### src/sv/psp_pkg.sv
package psp_pkg;

  localparam int STEP_N = 8;

  localparam int MAG_W = 28;
  localparam int COMP_W = MAG_W + 1;

  localparam logic [31:0] SAT_MAX = 32'h7fff_ffff;
  localparam logic [31:0] SAT_MIN = 32'h8000_0000;

  localparam logic [15:0] SIGN_HALF = 16'h8000;
  localparam logic [18:0] ORD_COUNT = 19'd6;

  localparam logic [2:0] ORD_C1C2C3 = 3'd0;
  localparam logic [2:0] ORD_C1C3C2 = 3'd1;
  localparam logic [2:0] ORD_C2C1C3 = 3'd2;
  localparam logic [2:0] ORD_C2C3C1 = 3'd3;
  localparam logic [2:0] ORD_C3C1C2 = 3'd4;
  localparam logic [2:0] ORD_C3C2C1 = 3'd5;

endpackage

### src/sv/psp_isqrt.sv
module psp_isqrt (
  input  logic        clk,
  input  logic        en,
  input  logic [63:0] x,
  output logic [31:0] root
);
  import psp_pkg::*;

  localparam int STAGES = 32 / STEP_N;

  typedef struct packed {
    logic [63:0] x;
    logic [33:0] rem;
    logic [31:0] root;
  } sqrt_st_t;

  function automatic sqrt_st_t sqrt_steps(input sqrt_st_t s);
    sqrt_st_t    r;
    logic [33:0] a;
    logic [33:0] t;
    r = s;
    for (int i = 0; i < STEP_N; i++) begin
      a = {r.rem[31:0], r.x[63:62]};
      t = {r.root, 2'b01};
      r.x = {r.x[61:0], 2'b00};
      if (a >= t) begin
        r.rem = a - t;
        r.root = {r.root[30:0], 1'b1};
      end else begin
        r.rem = a;
        r.root = {r.root[30:0], 1'b0};
      end
    end
    return r;
  endfunction

  sqrt_st_t st [STAGES];
  sqrt_st_t nx [STAGES];
  sqrt_st_t st_in;

  always_comb begin
    st_in.x = x;
    st_in.rem = '0;
    st_in.root = '0;
    nx[0] = sqrt_steps(st_in);
    for (int i = 1; i < STAGES; i++) begin
      nx[i] = sqrt_steps(st[i-1]);
    end
  end

  always_ff @(posedge clk) begin
    if (en) begin
      for (int i = 0; i < STAGES; i++) begin
        st[i] <= nx[i];
      end
    end
  end

  assign root = st[STAGES-1].root;

endmodule

### config.mk
export PLATFORM = sky130hd
export DESIGN_NAME = psp_isqrt
export DESIGN_NICKNAME = d
export VERILOG_FILES = /design/src/sv/psp_pkg.sv /design/src/sv/psp_isqrt.sv
export SDC_FILE = /design/constraint.sdc
export NUM_CORES = 2
export LEC_CHECK = 0
export BUFFER_PORTS_ARGS = -buffer_cell sky130_fd_sc_hd__buf_2
export CAP_MARGIN = 20
export CORE_UTILIZATION = 65
export CTS_CLUSTER_SIZE = 8
export DETAILED_ROUTE_END_ITERATION = 7
export PLACE_DENSITY = 0.9
export SLEW_MARGIN = 20
export SYNTH_ARGS = -nofsm -noshare
export SYNTH_HDL_FRONTEND = slang
export SYNTH_SLANG_ARGS = --single-unit
### constraint.sdc
create_clock -name clk -period 40.6 [get_ports clk]
set_input_delay 4.06 -clock clk [delete_from_list [all_inputs] [get_ports clk]]
set_output_delay 4.06 -clock clk [all_outputs]
set_load 0.02 [all_outputs]
**Yosys cells after proc, flatten, opt, wreduce, memory -nomap -nowiden**

Memories as Yosys holds them, arrays and structs flattened.
Cells that the tools add are included.

- Flip-flop bits (word level): 0
- RAM bits: 456
- Input port bits: 66
- Output and inout bits: 32
- Word-level logic and storage cells: 99
- Memories: 1

- Add/subtract/negate cells: 32
- $lt $le $gt $ge: 32
- Mux-type cells: 34

Memory list:

| name | words | bits a word | read ports | clocked after Yosys merged registers in | write ports | RTL line | source |
|---|---|---|---|---|---|---|---|
| st | 4 | 114 | 4 | 0 | 4 | psp_isqrt.sv:37 | `sqrt_st_t st [STAGES];` |

Operators with widths:

| cell | number |
|---|---|
| 2-to-1 mux 64 bit | 28 |
| >= comparator 34 bit | 31 |
| subtractor 32 bit | 27 |
| 2-to-1 mux 66 bit | 4 |
| subtractor 34 bit | 4 |
| subtractor 2 x 1 -> 3 bit (second input constant) | 1 |
| >= comparator 2 x 1 -> 1 bit (second input constant) | 1 |
| 2-to-1 mux 1 bit | 2 |

**Logic depth before layout (Yosys ltp)**

An unclocked memory read counts as a cell.

- Depth after elaboration: 17
- Mapped depth: 135
- Depth with buffers taken out: 122

**Worst setup path after synthesis**

OpenSTA, ideal clock, no wires.

- Kind: reg2reg
- From: memory st[2][0] in the netlist's numbering
- To: memory st[3][0] in the netlist's numbering (data pin)
- Setup time: 0.272 ns
- Data arrival time: 24.020 ns
- Data required time: 40.328 ns
- Slack: 16.308 ns
- Stages on the path, launching flop included: 126
- Period minus slack after synthesis: 24.292 ns
- Cells stage by stage: edfxtp_1 inv_1 ha_1 nor2b_1 o21ai_0 a21oi_1 o21bai_1 a2111oi_0 o21ai_1 nand2_1 clkbuf_1 buf_1 nor2_1 nor2_1 ha_1 a21o_1 a21o_1 a21o_1 [... 90 more ...] o31ai_1 and3_1 nor2_1 clkbuf_1 mux2_2 ha_1 a21o_1 a21o_1 a21oi_1 nor2b_1 o21ai_0 nand2b_1 a21oi_1 nor2b_1 o31ai_1 o211ai_1 a211oi_1 mux2i_1

RTL lines:

| item | RTL line |
|---|---|
| from (decl) | psp_isqrt.sv:37 |

==> flow_summary.ini <==
[floorplanning]
coreArea_um2 = 82110
die_h_um = 290.0
die-area_um2 = 84070
die_w_um = 290.0
start_util_pct = 65.64
fp-row-count = 105
io_pins = 98

[sta]
slew_headroom_pct = 28.14
slew_viol_final = 0
rsz0062_at_grt = no
tightest_slew_ns = 1.064
fin_worst_skew_ns = 0.04385
period_share_pct = 76.78
setup_viol = 0
finalHoldViolCount = 0
tns_ns = 0
timing.final.crit_period_ns = 31.17
fmax_ghz = 0.03208

[job]
max_cap_violations = 0

[route]
drtPass1Iterations = 8
vias = 59000
vias_per_cell = 7.137
wl_per_cell_um = 23.86
drtIter0Drc = 7568
drc = 3
detail-route-antenna-nets = 0
routed_wirelength_um = 197200

[clock_network]
insertion_delay_ns = 0.64
htreeDepth = 2
ctsRootBufferMaster = clkbuf_16
cts_tree = yes
post_cts_buffers = 0
cts.sinks = 272
cts_hold_buf = 0
cts_buffers = 43
ctsResizeCount = 0
clk_path_buf_depth = 3
clk_pin_slew_ns = 0.07

[global_route]
grt_usage_pct = 44.83
antenna_found_initial = 6
grt.overflow.total = 0
grt_pass1_wl_um = 303400
grt_max_degree = 80
grt_pass1_vias = 54710

[worst_setup_path]
crit_arrival_ns = 31.52
worstPathMaxFanout = 52
required_ns = 40.94
critPathLaunchType = flip-flop
crit_top_cell = a21oi_1
critPathKind = flip-flop to flip-flop
critPathCaptureType = flip-flop
crit_path_top_delay_cell = a2111oi_1
slowest_delay_ns = 0.94

[final_layout]
final_cell_mix = a21oi_1 (793), nor2_1 (697), nand2_1 (611)
drive_above_1_share_pct = 6.991
reg_top3 = st (272)
top_register = st
syn_to_final_growth_pct = 4.151
largest_reg_flops = 272
nets = 7810
final_common_cell = a21oi_1

[placement]
io_buffers = 97
place_congestion = 1.068
dpl.hpwl_um = 152900

[synthesis]
synthFlopType = edfxtp_1
synth_fa_ha_area_share_pct = 13.02
synth_area_per_cell_um2 = 7.431
synth_compound_area_share_pct = 29.92
synth_top_family_by_area = compound AO/OA/AOI/OAI gates
synth_edf_count = 272
syn_area_um2 = 53900
synthDistinctLibCells = 142
post_synth_and_or_nand_nor_area_fraction_pct = 24.48
async_reset_ff_share_pct = 0
ys_seq_area_share_pct = 15.15
synth_xor_area_share_pct = 10.43
yosysWarnings = 0
muxShareOfSynthArea_pct = 2.663
netlist_instances = 7253
synth.ff_latch_count = 272

[status]
status = complete, but fails checks
failed_checks = DRC

[min_path]
hp-class = flip-flop to flip-flop
==> worst max-delay path: cells and delay by family (launching register included) <==
family,cells,cell delay (ns)
fa+ha+maj,8,3.14
mux,5,1.37
buf+inv,12,4.55
compound gates,58,13.89
flops,1,0.52
simple gates,31,7.20
==> path summary, 6_finish.rpt <==
kind	from	slack (ns)	endpoint	cells after the start
min reg2reg	st[0][89]	0.40	st[1][105]	0
max reg2reg	st[2][4]	9.43	st[3][0]	114
max	st[2][4]	9.43	st[3][0]	114
min	st[0][89]	0.40	st[1][105]	0
==> logic make-up (layout without fill, tap and decap cells) <==
group                      after synthesis  in the layout
DFF                                    272            272
AOI/OAI and AO/OA                     2466           2466
other                                    1              6
xor gates and xnor gates               641            641
buffers and inverters                  576            515
and+or+nand+nor                       2605           2605
adders and majority gates              561            561
muxes                                  131            131
==> metal layers <==
metal	track usage [%]	up-vias	part of all wire (%)
met5	0	-	0
met4	28.27	0	7.2
met3	8.379	923	11
met2	70.20	3870	43
met1	56.80	27170	39
li1	-	27040	-
==> stage by stage <==
| stage | instance area [um2] | instances | utilization [%] | worst slack [ns] | hold WS, ns |
|---|---|---|---|---|---|
| finish | 56130 | 8267 | 68.36 | 9.427 | 0.4006 |
| global route | 56130 | 8265 | 68.36 | 8.249 | 0.3966 |
| CTS | 56120 | 8265 | 68.35 | 10.41 | 0.4057 |
| detailed placement | 54930 | 8208 | 66.90 | 10.56 | 0.4045 |
| global placement | 54930 | 8208 | 66.90 | 10.37 | 0.4003 |
| floorplan | 53910 | 7256 | - | 16.31 | 0.4003 |
==> synthesized netlist by cell type (all sizes together), types with 102 or more instances <==
| library cell | n | area (um2) |
|---|---|---|
| a21oi | 799 | 4021 |
| nor2 | 704 | 2660 |
| nand2 | 616 | 2338 |
| ha | 561 | 7019 |
| o21ai | 452 | 2266 |
| xnor2 | 441 | 3870 |
| inv | 322 | 1216 |
| a21o | 320 | 2404 |
| edfxtp | 272 | 8168 |
| nand3 | 231 | 1189 |
| nor3 | 211 | 1131 |
| xor2 | 200 | 1752 |
| clkbuf | 181 | 680.7 |
| nand4 | 133 | 869.6 |
| a31oi | 113 | 753.2 |
| and3 | 102 | 638.1 |
==> final cells by class <==
cell class	instances	area, um2
multi-input combinational	6408	43440
fill	6961	25980
sequential	272	8168
tap	1070	1339
inverter	326	1231
clock buffer	47	1091
timing repair buffer	132	758.2
clock inverter	10	102.6
antenna	2	5.005
Power is not shown: default switching activity piles up to over one toggle a cycle in this logic, so the estimate is an artifact.
