`config.mk`:
```
export PLATFORM = sky130hd
export DESIGN_NAME = psp_div
export DESIGN_NICKNAME = d
export VERILOG_FILES = /design/src/sv/psp_pkg.sv /design/src/sv/psp_div.sv
export SDC_FILE = /design/constraint.sdc
export NUM_CORES = 2
export LEC_CHECK = 0
export ABC_AREA = 1
export BUFFER_PORTS_ARGS = -buffer_cell sky130_fd_sc_hd__buf_2
export CAP_MARGIN = 5
export CORE_MARGIN = 4
export CORE_UTILIZATION = 30
export DETAILED_ROUTE_END_ITERATION = 16
export HOLD_SLACK_MARGIN = 0.05
export PLACE_DENSITY = 0.45
export SLEW_MARGIN = 20
export SYNTH_ARGS = -nofsm -noshare
export SYNTH_HDL_FRONTEND = slang
export SYNTH_SLANG_ARGS = --single-unit
```
`constraint.sdc`:
```
create_clock -name clk -period 22.4 [get_ports clk]
set_input_delay 2.24 -clock clk [delete_from_list [all_inputs] [get_ports clk]]
set_output_delay 2.24 -clock clk [all_outputs]
set_load 0.05 [all_outputs]
```
`src/sv/psp_pkg.sv`:
```
package psp_pkg;

  localparam int STEP_N = 8;

  localparam int MAG_W = 28;
  localparam int COMP_W = MAG_W + 1;

  localparam logic [31:0] SAT_MAX = 32'h7fff_ffff;
  localparam logic [31:0] SAT_MIN = 32'h8000_0000;

  localparam logic [15:0] SIGN_HALF = 16'h8000;
  localparam logic [18:0] ORD_COUNT = 19'd6;

  localparam logic [2:0] ORD_C1C2C3 = 3'd0;
  localparam logic [2:0] ORD_C1C3C2 = 3'd1;
  localparam logic [2:0] ORD_C2C1C3 = 3'd2;
  localparam logic [2:0] ORD_C2C3C1 = 3'd3;
  localparam logic [2:0] ORD_C3C1C2 = 3'd4;
  localparam logic [2:0] ORD_C3C2C1 = 3'd5;

endpackage

```
`src/sv/psp_div.sv`:
```
module psp_div (
  input  logic               clk,
  input  logic               en,
  input  logic signed [63:0] num,
  input  logic        [31:0] den,
  output logic signed [31:0] quo
);
  import psp_pkg::*;

  localparam int STAGES = 32 / STEP_N;

  typedef struct packed {
    logic [31:0] rem;
    logic [31:0] lo;
    logic [31:0] q;
    logic [31:0] den;
    logic        neg;
    logic        ovf;
  } div_st_t;

  function automatic div_st_t div_steps(input div_st_t s);
    div_st_t     r;
    logic [32:0] a;
    r = s;
    for (int i = 0; i < STEP_N; i++) begin
      a = {r.rem, r.lo[31]};
      r.lo = {r.lo[30:0], 1'b0};
      if (a >= {1'b0, r.den}) begin
        r.rem = 32'(a - {1'b0, r.den});
        r.q = {r.q[30:0], 1'b1};
      end else begin
        r.rem = a[31:0];
        r.q = {r.q[30:0], 1'b0};
      end
    end
    return r;
  endfunction

  logic [63:0] an;
  div_st_t     st_in;
  div_st_t     st [STAGES+1];
  div_st_t     last;
  logic [31:0] quo_next;

  always_comb begin
    an = num[63] ? (~num + 64'd1) : num;
    st_in.rem = an[63:32];
    st_in.lo = an[31:0];
    st_in.q = '0;
    st_in.den = den;
    st_in.neg = num[63];
    st_in.ovf = (an[63:32] >= den);
  end

  always_comb begin
    last = st[STAGES];
    if (last.ovf) begin
      quo_next = last.neg ? SAT_MIN : SAT_MAX;
    end else if (!last.neg) begin
      quo_next = last.q[31] ? SAT_MAX : last.q;
    end else begin
      quo_next = (last.q > SAT_MIN) ? SAT_MIN : (~last.q + 32'd1);
    end
  end

  always_ff @(posedge clk) begin
    if (en) begin
      st[0] <= st_in;
      for (int i = 1; i <= STAGES; i++) begin
        st[i] <= div_steps(st[i-1]);
      end
      quo <= $signed(quo_next);
    end
  end

endmodule

```
; ---- Word level (Yosys, flattened, before mapping)
; Memory sizes are Yosys's and may differ from the RTL's.
; Index checks and enable logic that the tools add are counted.
[totals]
register_bits = 32
ram_bits = 650
inputBits = 98
out_inout_bits = 32
elab_cells = 180
n_memories = 1
[op_classes]
add_sub_neg = 34
magnitude_cmp = 34
mux = 108
n_bitwise = 2
[memory_table]
columns = memory, depth, width, read_ports, rd_ports_with_merged_regs, wr, line
row1 = st, 5, 130, 5, 0, 5, psp_div.sv:41  ; div_st_t st [STAGES+1];
[ops]
columns = op, count
row1 = 32-bit two-way mux, 72
row2 = 33-bit by 32-bit greater-or-equal comparator with 1-bit output, 32
row3 = 32-bit subtractor, 32
row4 = "64-bit by 1-bit adder with 64-bit output, second input constant", 1
row5 = 64-bit two-way mux, 1
row6 = 64-bit NOT, 1
row7 = 1-bit two-way mux, 34
row8 = "32-bit by 1-bit adder with 32-bit output, second input constant", 1
row9 = 32-bit greater-or-equal comparator, 1
row10 = "32-bit greater-than comparator, second input constant", 1
row11 = 32-bit NOT, 1
row12 = 31-bit two-way mux, 1

; ---- Logic depth before layout (Yosys ltp)
; An unclocked memory read counts as a cell.
[depth]
depth_word = 25
depth_mapped = 158
depth_no_buf = 147

; ---- Least setup slack after synthesis
; Ideal clock, no wire load.
[synth_path]
path_kind = register to register
from = mem st[0][3] in the netlist's numbering
to = mem st[0][255] in the netlist's numbering, data pin
setup_time_ns = 0.253
t_arrival_ns = 18.321
required_ns = 22.147
setup_slack_ns = 3.826
stages_incl_launch_ff = 141
n_path_buf = 13
synth_period_minus_slack_ns = 18.574
cell_sequence = edfxtp_1 inv_1 ha_1 nand2_1 nor2_1 nand2_1 nor2_1 nand3_1 nand4_2 buf_2 inv_2 buf_2 buf_2 nand2_1 o21a_1 inv_1 ha_1 nand2_1 [... 105 more ...] ha_1 a21oi_1 nand2_1 a21oi_1 o21bai_1 a21oi_1 o21ai_0 a21oi_1 o21ai_0 a21boi_0 o21ai_0 a21boi_0 o21ai_0 nand3_1 nand2_1 xor2_1 nand2_1 nand2_1
[synth_lines]
columns = item, line
row1 = "start, declared", psp_div.sv:41

==> flow_summary.json <==
{
  "critical_path_class": "reg -> reg",
  "yosysUniqueCellTypes": 67,
  "worstSetupStartpointType": "register",
  "gp_congestion": 0.9915,
  "layout-drive-gt1-share_pct": 12.63,
  "syn_avg_cell_area_um2": 6.521,
  "dr.first_iter.drc_count": 7562,
  "drc": 0,
  "synthToLayoutAreaGrowth_pct": 19.26,
  "hpwlAfterDp_um": 327000,
  "slew_violations": 0,
  "fin_util_pct": 36.03,
  "finalClockSkew_ns": 0.04681,
  "setup_viol": 0,
  "synthCells": 12450,
  "fin_area_um2": 96800,
  "io_pins": 130,
  "whs_ns": 0.4141,
  "hold_violations": 0,
  "arrival_ns": 21.26,
  "hp-class": "reg -> reg",
  "synth_warnings": 0,
  "worstSkewPairLatency_ns": 0.73,
  "multi_input_area_um2": 60790,
  "layout_commonest_cell": "nand2_1",
  "crit_fanout": 43,
  "die_h_um": 528.1,
  "synth_area_leader_cell": "edfxtp_1",
  "max_stage_delay_ns": 0.48,
  "grt.total_usage_pct": 26.83,
  "cts.sinks": 458,
  "ys_seq_elements": 458,
  "worst-slew-pin-transition_ns": 1.097,
  "cts-root-buf": "clkbuf_16",
  "cpMaxStageDelayCell": "fa_1",
  "async_flop_share_pct": 0,
  "synthesis.nets": 13630,
  "path_clk_slew_ns": 0.06,
  "drt_wl_total_um": 391600,
  "slew_headroom_pct": 26.83,
  "status": "completed",
  "final_nets": 14840,
  "ys_dominant_reg_cell": "edfxtp_1",
  "route.vias.total": 90890,
  "wl_per_cell_um": 22.69,
  "fill_cells": 29260,
  "synth_top_area_share_pct": 16.94,
  "netlist_area_um2": 81170,
  "cp.required_ns": 22.82,
  "first_global_vias": 87220,
  "critPathCaptureType": "register",
  "cts_hold_buf": 0,
  "fmax_mhz": 47.98,
  "final_cell_mix": "nand2_1, inv_1, buf_4",
  "h-tree-depth": 2,
  "grt_remaining_overflow": 0,
  "cts_tree": "done",
  "clockBufferDepth": 3,
  "ff2ff_setup_slack_ns": 1.56,
  "avgViaCountPerCell": 5.267,
  "regArea_um2": 13750,
  "dpl_cell_area_um2": 94450,
  "antenna_found_initial": 28,
  "crit_top_cell": "nand2_1",
  "core_um2": 268600,
  "synth_area_leaders": "edfxtp_1, nand2_1, ha_1",
  "rows": 190,
  "die_x_um": 528.1,
  "dieArea_um2": 278900,
  "grt_pass1_wl_um": 565400,
  "post-route-period-util_pct": 93.04,
  "first_pass_iters": 7,
  "synth_edf_count": 458,
  "grt_max_degree": 94,
  "max-cap-violations": 0,
  "ant_nets": 0,
  "period_needed_ns": 20.84,
  "start_util_pct": 30.21,
  "synth_seq_area_share_pct": 16.94,
  "cts_made_buffers": 59,
  "io_buffers": 129
}
registers in the layout (all words and copies together), names as in the netlist:
signal  flops
st        426
quo        32
Yosys cell counts, types with 26 or more instances:
cell and count:
a21boi_0 43, o21ai_2 29, inv_1 1457, a31oi_1 64, o21a_1 61, a221oi_1 36, a21oi_1 1119, o211ai_1 28
inv_2 40, nand2_1 3536, or2_2 43, clkbuf_1 58, nand4_1 130, o21bai_1 78, fa_1 31, nand3b_1 37
nor4_1 105, xor2_1 453, nor2_1 794, o21ai_0 904, buf_4 32, nand2_2 28, o31ai_1 26, a21o_1 108
nand3_2 29, o21ai_1 164, edfxtp_1 458, nor3_1 143, nand3_1 535, o221ai_1 29, xnor2_1 502, buf_2 91
ha_1 1058
kinds of logic after synthesis:
family | share of synthesized area (%)
flops | 16.94
buf+inv | 8.465
xor+xnor | 10.31
simple gates | 28.19
fa+ha+maj | 17.07
compound gates | 19.02
metrics by stage:
stage / cells / setup WS, ns / setup TNS [ns]
floorplan: 12450 / 3.826 / 0
global placement: 17130 / -0.5043 / -8.932
detailed placement: 17130 / -0.3750 / -5.070
CTS: 17240 / 0.1206 / 0
global route: 17250 / -0.04489 / -0.1989
finish: 17260 / 1.559 / 0
final timing paths:
kind | from | endpoint | depth (start not counted)
setup / recovery | st[0][263] | st[0][511] | 134
hold / removal | st[0][294] | st[0][432] | 0
setup reg to reg | st[0][263] | st[0][511] | 134
hold reg to reg | st[0][294] | st[0][432] | 0
timing repair:
action                     in CTS  in global routing
buffers inserted                0                  8
cloned                          0                  4
resized for setup               7                115
setup endpoints to repair      33                 99
pin swaps                       0                  5
critical path: cells and delay by family, from the launching register on:
| family | cells | cell delay (ns) |
|---|---|---|
| and+or+nand+nor | 67 | 7.49 |
| DFF | 1 | 0.34 |
| AOI/OAI and AO/OA | 37 | 6.71 |
| xor gates and xnor gates | 2 | 0.31 |
| buffers and inverters | 20 | 2.63 |
| adders and majority gates | 8 | 3.01 |
metal layers:
metal	part of all wire [%]	GRT usage [%]
met1	44	34.98
met5	0.029	0.1558
met3	5.6	2.737
met2	46	45.76
met4	4.4	9.669
cell type report:
class	instances	share of cell area, %
Antenna cell	5	0.01293
Clock buffer	68	1.582
Clock inverter	40	0.4847
Inverter	1501	5.833
Multi-Input combinational cell	10280	62.80
Sequential cell	458	14.21
Tap cell	3552	4.591
Timing Repair Buffer	1355	10.49
Power is left out: the tool's default activity adds up to more than one toggle a clock period on the data nets, which glitch-free logic cannot reach.
